**src/hw/rtl/simplex_noise_2d_fbm_core_assert.svh**
```systemverilog
// Assertion macros used by the top level of the simplex noise core.
`ifndef SIMPLEX_NOISE_2D_FBM_CORE_ASSERT_SVH
`define SIMPLEX_NOISE_2D_FBM_CORE_ASSERT_SVH
`ifndef SYNTHESIS
`define SN2F_ASSERT(lbl, prop, msg) \
	lbl: assert property (@(posedge clk) disable iff (!arst_n) prop) else $error(msg);
`define SN2F_ASSERT_NEXT(lbl, ante, cons, msg) \
	lbl: assert property (@(posedge clk) disable iff (!arst_n) (ante) |=> (cons)) else $error(msg);
`else
`define SN2F_ASSERT(lbl, prop, msg)
`define SN2F_ASSERT_NEXT(lbl, ante, cons, msg)
`endif
`endif

```
**src/hw/rtl/sn2f_pkg.sv**
```systemverilog
// Types, constants and tables of the simplex noise core.
package sn2f_pkg;
	localparam int MAX_OCTAVES = 8;
	localparam int CNT_W = $clog2(MAX_OCTAVES + 1);
	localparam int SCALE_W = 24;
	localparam int COUNT_W = 4;
	localparam int PERS_W = 16;
	localparam int COORD_W = 32;
	localparam int NOISE_W = 16;
	localparam int CFG_IDX_W = 2;
	localparam int CFG_DATA_W = 24;
	localparam int XP_W = COORD_W + SCALE_W;
	localparam int PT_W = 40;
	localparam int LAT_W = 24;
	localparam int FRAC_W = 16;
	localparam int F2Q = 23988;
	localparam int G2Q = 13849;
	localparam int NOISE_GAIN = 70;
	localparam int CRN_W = 19;
	localparam int SQ_W = 2 * CRN_W;
	localparam int DOT_W = CRN_W + 1;
	localparam int TV_W = 32;
	localparam int T2_W = 31;
	localparam int T4_W = 29;
	localparam int TERM_W = T4_W + 1 + DOT_W;
	localparam int SUM3_W = TERM_W + 2;
	localparam int N_W = 34;
	localparam int AMP_W = 15 + MAX_OCTAVES;
	localparam int NORM_W = 16 + MAX_OCTAVES;
	localparam int PROD_W = N_W + AMP_W + 1;
	localparam int TOT_W = N_W + AMP_W - 15 + CNT_W + 1;
	localparam int Q_W = 17;
	localparam int SH_W = 5;
	localparam int AMP_ONE = 32768;

	typedef enum logic [CFG_IDX_W-1:0] {
		REG_SCALE = 2'd0,
		REG_OCTAVES = 2'd1,
		REG_PERSISTENCE = 2'd2
	} reg_idx_t;

	typedef struct packed {
		logic signed [XP_W-1:0] xp;
		logic signed [XP_W-1:0] yp;
		logic signed [TOT_W-1:0] total;
		logic [NORM_W-1:0] norm;
		logic [AMP_W-1:0] amp;
	} oct_bus_t;

	typedef struct packed {
		logic neg;
		logic ovf;
		logic [TOT_W-1:0] rem;
		logic [NORM_W-1:0] norm;
		logic [Q_W-1:0] q;
	} div_bus_t;

	localparam logic [7:0] PERM [256] = '{
		8'd151, 8'd160, 8'd137, 8'd91, 8'd90, 8'd15, 8'd131, 8'd13, 8'd201, 8'd95,
		8'd96, 8'd53, 8'd194, 8'd233, 8'd7, 8'd225, 8'd140, 8'd36, 8'd103, 8'd30,
		8'd69, 8'd142, 8'd8, 8'd99, 8'd37, 8'd240, 8'd21, 8'd10, 8'd23, 8'd190,
		8'd6, 8'd148, 8'd247, 8'd120, 8'd234, 8'd75, 8'd0, 8'd26, 8'd197, 8'd62,
		8'd94, 8'd252, 8'd219, 8'd203, 8'd117, 8'd35, 8'd11, 8'd32, 8'd57, 8'd177,
		8'd33, 8'd88, 8'd237, 8'd149, 8'd56, 8'd87, 8'd174, 8'd20, 8'd125, 8'd136,
		8'd171, 8'd168, 8'd68, 8'd175, 8'd74, 8'd165, 8'd71, 8'd134, 8'd139, 8'd48,
		8'd27, 8'd166, 8'd77, 8'd146, 8'd158, 8'd231, 8'd83, 8'd111, 8'd229, 8'd122,
		8'd60, 8'd211, 8'd133, 8'd230, 8'd220, 8'd105, 8'd92, 8'd41, 8'd55, 8'd46,
		8'd245, 8'd40, 8'd244, 8'd102, 8'd143, 8'd54, 8'd65, 8'd25, 8'd63, 8'd161,
		8'd1, 8'd216, 8'd80, 8'd73, 8'd209, 8'd76, 8'd132, 8'd187, 8'd208, 8'd89,
		8'd18, 8'd169, 8'd200, 8'd196, 8'd135, 8'd130, 8'd116, 8'd188, 8'd159, 8'd86,
		8'd164, 8'd100, 8'd109, 8'd198, 8'd173, 8'd186, 8'd3, 8'd64, 8'd52, 8'd217,
		8'd226, 8'd250, 8'd124, 8'd123, 8'd5, 8'd202, 8'd38, 8'd147, 8'd118, 8'd126,
		8'd255, 8'd82, 8'd85, 8'd212, 8'd207, 8'd206, 8'd59, 8'd227, 8'd47, 8'd16,
		8'd58, 8'd17, 8'd182, 8'd189, 8'd28, 8'd42, 8'd223, 8'd183, 8'd170, 8'd213,
		8'd119, 8'd248, 8'd152, 8'd2, 8'd44, 8'd154, 8'd163, 8'd70, 8'd221, 8'd153,
		8'd101, 8'd155, 8'd167, 8'd43, 8'd172, 8'd9, 8'd129, 8'd22, 8'd39, 8'd253,
		8'd19, 8'd98, 8'd108, 8'd110, 8'd79, 8'd113, 8'd224, 8'd232, 8'd178, 8'd185,
		8'd112, 8'd104, 8'd218, 8'd246, 8'd97, 8'd228, 8'd251, 8'd34, 8'd242, 8'd193,
		8'd238, 8'd210, 8'd144, 8'd12, 8'd191, 8'd179, 8'd162, 8'd241, 8'd81, 8'd51,
		8'd145, 8'd235, 8'd249, 8'd14, 8'd239, 8'd107, 8'd49, 8'd192, 8'd214, 8'd31,
		8'd181, 8'd199, 8'd106, 8'd157, 8'd184, 8'd84, 8'd204, 8'd176, 8'd115, 8'd121,
		8'd50, 8'd45, 8'd127, 8'd4, 8'd150, 8'd254, 8'd138, 8'd236, 8'd205, 8'd93,
		8'd222, 8'd114, 8'd67, 8'd29, 8'd24, 8'd72, 8'd243, 8'd141, 8'd128, 8'd195,
		8'd78, 8'd66, 8'd215, 8'd61, 8'd156, 8'd180
	};

	// Dot product of one of the eight gradients with a corner offset.
	function automatic logic signed [DOT_W-1:0] grad_dot(
		input logic [2:0] g,
		input logic signed [CRN_W-1:0] x,
		input logic signed [CRN_W-1:0] y
	);
		logic signed [DOT_W-1:0] xe;
		logic signed [DOT_W-1:0] ye;
		logic signed [DOT_W-1:0] r;
		xe = DOT_W'(x);
		ye = DOT_W'(y);
		unique case (g)
			3'd0: r = xe + ye;
			3'd1: r = ye - xe;
			3'd2: r = xe - ye;
			3'd3: r = -xe - ye;
			3'd4: r = xe;
			3'd5: r = -xe;
			3'd6: r = ye;
			3'd7: r = -ye;
		endcase
		return r;
	endfunction
endpackage

```
**src/hw/rtl/sn2f_div_step.sv**
```systemverilog
// One restoring division cell: yields one quotient bit of sum over norm.
module sn2f_div_step (
	input  logic                        clk,
	input  logic                        arst_n,
	input  logic                        adv,
	input  logic [sn2f_pkg::SH_W-1:0]   shift,
	input  logic                        in_valid,
	input  sn2f_pkg::div_bus_t          in_bus,
	output logic                        out_valid,
	output sn2f_pkg::div_bus_t          out_bus
);
	localparam int TOT_W = sn2f_pkg::TOT_W;
	localparam int Q_W = sn2f_pkg::Q_W;

	logic [TOT_W-1:0] dn;
	logic fits;
	logic vld_q;
	sn2f_pkg::div_bus_t bus_q;

	assign dn = TOT_W'(in_bus.norm) << shift;
	assign fits = in_bus.rem >= dn;

	always_ff @(posedge clk or negedge arst_n) begin
		if (!arst_n) begin
			vld_q <= 1'b0;
		end else if (adv) begin
			vld_q <= in_valid;
		end
	end

	always_ff @(posedge clk) begin
		if (adv) begin
			bus_q.neg <= in_bus.neg;
			bus_q.ovf <= in_bus.ovf;
			bus_q.norm <= in_bus.norm;
			bus_q.rem <= fits ? in_bus.rem - dn : in_bus.rem;
			bus_q.q <= {in_bus.q[Q_W-2:0], fits};
		end
	end

	assign out_valid = vld_q;
	assign out_bus = bus_q;
endmodule

```
**config.mk**
```make
export PLATFORM = sky130hd
export DESIGN_NAME = sn2f_div_step
export DESIGN_NICKNAME = d
export VERILOG_FILES = /design/src/hw/rtl/simplex_noise_2d_fbm_core_assert.svh /design/src/hw/rtl/sn2f_pkg.sv /design/src/hw/rtl/sn2f_div_step.sv
export SDC_FILE = /design/constraint.sdc
export NUM_CORES = 1
export LEC_CHECK = 0
export BUFFER_PORTS_ARGS = -buffer_cell sky130_fd_sc_hd__buf_2
export CAP_MARGIN = 40
export CORE_ASPECT_RATIO = 2
export CORE_MARGIN = 2
export CORE_UTILIZATION = 49
export DETAILED_ROUTE_END_ITERATION = 8
export GPL_ROUTABILITY_DRIVEN = 0
export PLACE_DENSITY_LB_ADDON = 0.1
export SYNTH_ARGS = -nofsm -noshare
export SYNTH_HDL_FRONTEND = slang
export SYNTH_SLANG_ARGS = --single-unit
```
**constraint.sdc**
```tcl
create_clock -name clk -period 0.8 [get_ports clk]
set_input_delay 0.04 -clock clk [delete_from_list [all_inputs] [get_ports clk]]
set_output_delay 0.04 -clock clk [all_outputs]
set_load 0.005 [all_outputs]
```
# == After elaboration in Yosys (flattened, before gate mapping) ==
# Cells that the tools add are included.
# word_totals
word_cells,10
register_bits,91
output_inout_bits,91
# classes
order_cmp,1
n_mux,1
shifts,1
n_addsub,1
# ops
cell,n
>= comparator 47 bit,1
2-to-1 mux 47 bit,1
left shift 24 x 5 -> 47 bit,1
subtractor 47 bit,1

# == Depth between registers and ports, before layout ==
# depth
depth_word,3
depth_mapped,24
depth_no_buf,20

# == Worst setup path before layout ==
# OpenSTA, ideal clock, no wires.
# synth_path
path_type,in2reg
startpoint,in shift[0] (netlist bit)
endpoint,"reg bus_q, in the netlist out_bus[87] (data pin)"
n_path_buf,2
setup_slack_ns,-3.475
arrival_time_ns,4.017
required_ns,0.542
cell_stages,16
setup_time_ns,0.258
cell_sequence,clkbuf_1 > buf_1 > mux2i_1 > nand2b_1 > or3_1 > fa_1 > a21o_1 > a221oi_4 > a211oi_1 > or3_4 > a311oi_4 > o21a_4 > o211ai_4 > o41ai_4 > xor2_1 > o21ai_1
# synth_via
elab_chain_len,3
elab_cells_between_ends,4
cone_classes,add/sub: 1; order compare: 1; shift: 1; mux: 1
# synth_rtl
item,line_no,source
"start, declared",sn2f_div_step.sv:6,"input logic [sn2f_pkg::SH_W-1:0] shift,"
left shift 24 x 5 -> 47 bit *,sn2f_div_step.sv:20,assign dn = TOT_W'(in_bus.norm) << shift;
subtractor 47 bit / >= comparator 47 bit (equally long branches),"sn2f_div_step.sv:36, sn2f_div_step.sv:21",
2-to-1 mux 47 bit *,sn2f_div_step.sv:36,bus_q.rem <= fits ? in_bus.rem - dn : in_bus.rem;
"end, declared",sn2f_div_step.sv:18,sn2f_pkg::div_bus_t bus_q;
# Mark *: on every way between the ends. The rest lies on a longest branch, timed or not.
# A chain may end at the register's enable or synchronous reset.

# == Final worst setup path ==
# layout_path
startpoint,in shift[0] (netlist bit)
endpoint,"reg bus_q, in the netlist out_bus[85] (data pin)"
# The elaborated chain is that of the path after synthesis.

==> reports/qor.yml <==
r2r.worst_path.cells: 1
failed_checks: "negative setup slack"
vias: 9189
ys.flop_type: "edfxtp_1"
tightest_slew_ns: 0.427
nNetsFinal: 1482
root_buffer: "clkbuf_16"
syn-num-nets: 962
clockBufferDepth: 2
cap_violations: 0
die_w_um: 90.5
cts_tree: "yes"
ys_types: 63
ios: 190
drtIter0Drc: 885
critPathCaptureType: "flip-flop"
fin_area_mm2: 0.0128
cts_sinks: 91
grt_pass1_wl_um: 44000
port-buffer-count: 188
fin_crit_ns: 3.94
track_usage_pct: 35.3
final-seq-area_mm2: 0.00273
ys_seq_area_share_pct: 37.2
yosys-top-cells-area: "edfxtp_1 37%, ha_1 8.2%, nand2_1 6.8%"
drc: 0
synth-edff-count: 90
r2r_setup_slack_ns: 0.06
placedCellCount: 1420
start_util_pct: 49.7
syn_area_mm2: 0.00733
status: "finished, violations left"
yosysTopAreaCell: "edfxtp_1"
hold_end: "out_bus[71]"
synth_area_per_cell_um2: 9.00
slew_violations: 0
stdcell_count: 1535
multiInputGateArea_mm2: 0.00524
dieHeight_um: 177
core_area_mm2: 0.0147
drive_gt1_share_pct: 50.7
r2r_end: "out_valid"
powerDensity_mw_per_mm2: 1700
fin_crit_sh_pct: 492
whs_path_depth: 3
placed_area_mm2: 0.0105
fillers: 737
wl_per_cell_um: 21.7
antenna_found_initial: 1
synthCells: 814
ys_ff_latch: 91
wl_um: 33300
fin_skew_ns: 0
irDropWorstVdd_uv: 1260
drtPass1Iterations: 5
hold_start: "in_bus[71]"
hold_viol: 0
rows: 63
worst_setup_path_start_kind: "input port"
maxSlewHeadroom_pct: 71.2
hold_path.class: "in -> reg"
crit_fanout: 6
dieArea_mm2: 0.0160
synth.top_cells.by_count: "132 x nand2_1, 90 x edfxtp_1, 86 x o21ai_0"
yosysMostFrequentCell: "nand2_1"
synthToLayoutAreaGrowth_pct: 74.4
setup_viol_count_final: 139
critPathArrivalTime_ns: 4.04
via_per_inst: 5.99
overflow: 0
rsz0062_at_grt: "true"
clk_pin_slew_worst_paths_ns: 0.08
cts_max_level: 3
cts_buffers: 9
ant_nets: 0
critical_path_required_ns: 0.90
async_reset_ff_share_pct: 1.10
ys_warn_count: 0
criticalPathCategory: "in -> reg"
hpwl_um: 19700
synth_top_area_share_pct: 36.9
p_leak_nw: 5.75
r2r-start: "out_valid"
fin_ws_ns: -3.14
fmax_mhz: 254
clkLatencyLatePin_ns: 0.36
grt_pass1_vias: 8874
grt_max_degree: 29
==> worst max-delay path by stage <==
stage	startpoint	endpoint	cells after the start
6_report	shift[0]	out_bus[85]	22
5_1_grt	shift[0]	out_bus[85]	22
4_1_cts	shift[0]	out_bus[42]	19
3_5_place_dp	shift[0]	out_bus[42]	19
3_3_place_gp	shift[0]	out_bus[77]	19
2_1_floorplan	shift[0]	out_bus[87]	19
==> layout by cell type (no fill, tap or decap), drive strengths merged, types with 10 or more instances in the layout <==
master       Yosys  routed
buf             15     495
nand2          132     132
edfxtp          90      90
o21ai           89      89
a21oi           64      64
dlygate4sd3      0      55
ha              48      48
nor2            47      47
mux2i           30      30
a21o            25      25
inv             22      24
xor2            23      23
xnor2           20      20
nand3           15      15
mux2            15      15
clkbuf          31      12
nand2b          12      12
nand4           10      10
==> report_power, final <==
part           switching, W  internal [W]
Combinational       0.00551       0.00567
Clock               0.00212       0.00216
Sequential         0.000175       0.00608
Total               0.00780        0.0139
==> state kept, by name, indices dropped and copies added, names as in the netlist <==
register / count
out_bus: 90
out_valid: 1
==> critical path, cell delays in order <==
cell and delay (ns):
buf_12 0.11, buf_8 0.13, buf_4 0.14, mux2i_1 0.24, nand2_1 0.12, o21ai_2 0.10, o21a_1 0.18, nand2_1 0.10
o21ai_1 0.13, o22a_1 0.22, ha_4 0.22, buf_4 0.16, nand4_1 0.16, inv_1 0.08, a22o_1 0.26, or3_4 0.41
a311oi_4 0.37, o21a_4 0.22, o211ai_4 0.12, a21boi_1 0.24, xnor2_1 0.16, o21ai_1 0.10
==> through the flow <==
step / hold WS (ns) / util, % / setup slack, ns / power [W] / setup TNS, ns
after floorplan: -0.256 / - / -2.80 / 0.0106 / -129.38
after global placement: -0.185 / 71.4 / -3.50 / 0.0145 / -160.59
after detailed placement: -0.182 / 71.4 / -3.55 / 0.0147 / -163.89
after CTS: 0.00110 / 81.8 / -2.83 / 0.0201 / -140.98
after global routing: 0.0133 / 86.7 / -3.25 / 0.0225 / -160.65
final: 0.00120 / 86.7 / -3.14 / 0.0217 / -154.01
==> logic make-up (layout without fill, tap and decap cells) <==
| group | after synthesis | in the layout | synth area share [%] |
|---|---|---|---|
| and+or+nand+nor | 262 | 262 | 16.1 |
| AOI/OAI and AO/OA | 252 | 252 | 22.1 |
| DFF | 91 | 91 | 37.2 |
| buffers and inverters | 69 | 594 | 3.65 |
| adders and majority gates | 49 | 49 | 8.47 |
| muxes | 48 | 48 | 7.32 |
| xor gates and xnor gates | 43 | 43 | 5.14 |
| other | 0 | 1 | 0 |
==> per-layer routing <==
layer  vias to the layer above  global-route usage (%)  part of all wire, %
met5                         -                       0                0.048
met4                         2                    26.5                  9.1
li1                       4043                       -                    -
met2                       634                    65.0                   51
met3                       215                    6.56                  7.8
met1                      4295                    34.3                   32
==> final cells by class <==
type | instances | area share [%]
repair buffers | 555 | 32.8
clock buffers | 9 | 1.76
inverters | 23 | 0.714
multi-input cells | 654 | 41.0
flip-flops and latches | 91 | 21.3
diodes | 1 | 0.0196
well taps | 195 | 1.91
clock inverters | 7 | 0.489
==> timing repair <==
item,4_1_cts,5_1_grt
hold buffers,55,0
setup endpoints to repair,139,139
hold endpoints to repair,54,0
gates cloned,6,3
pin swaps,32,48
buffers inserted,22,13
gates resized for setup,109,130
No activity file was read; power rests on OpenSTA's default activity.
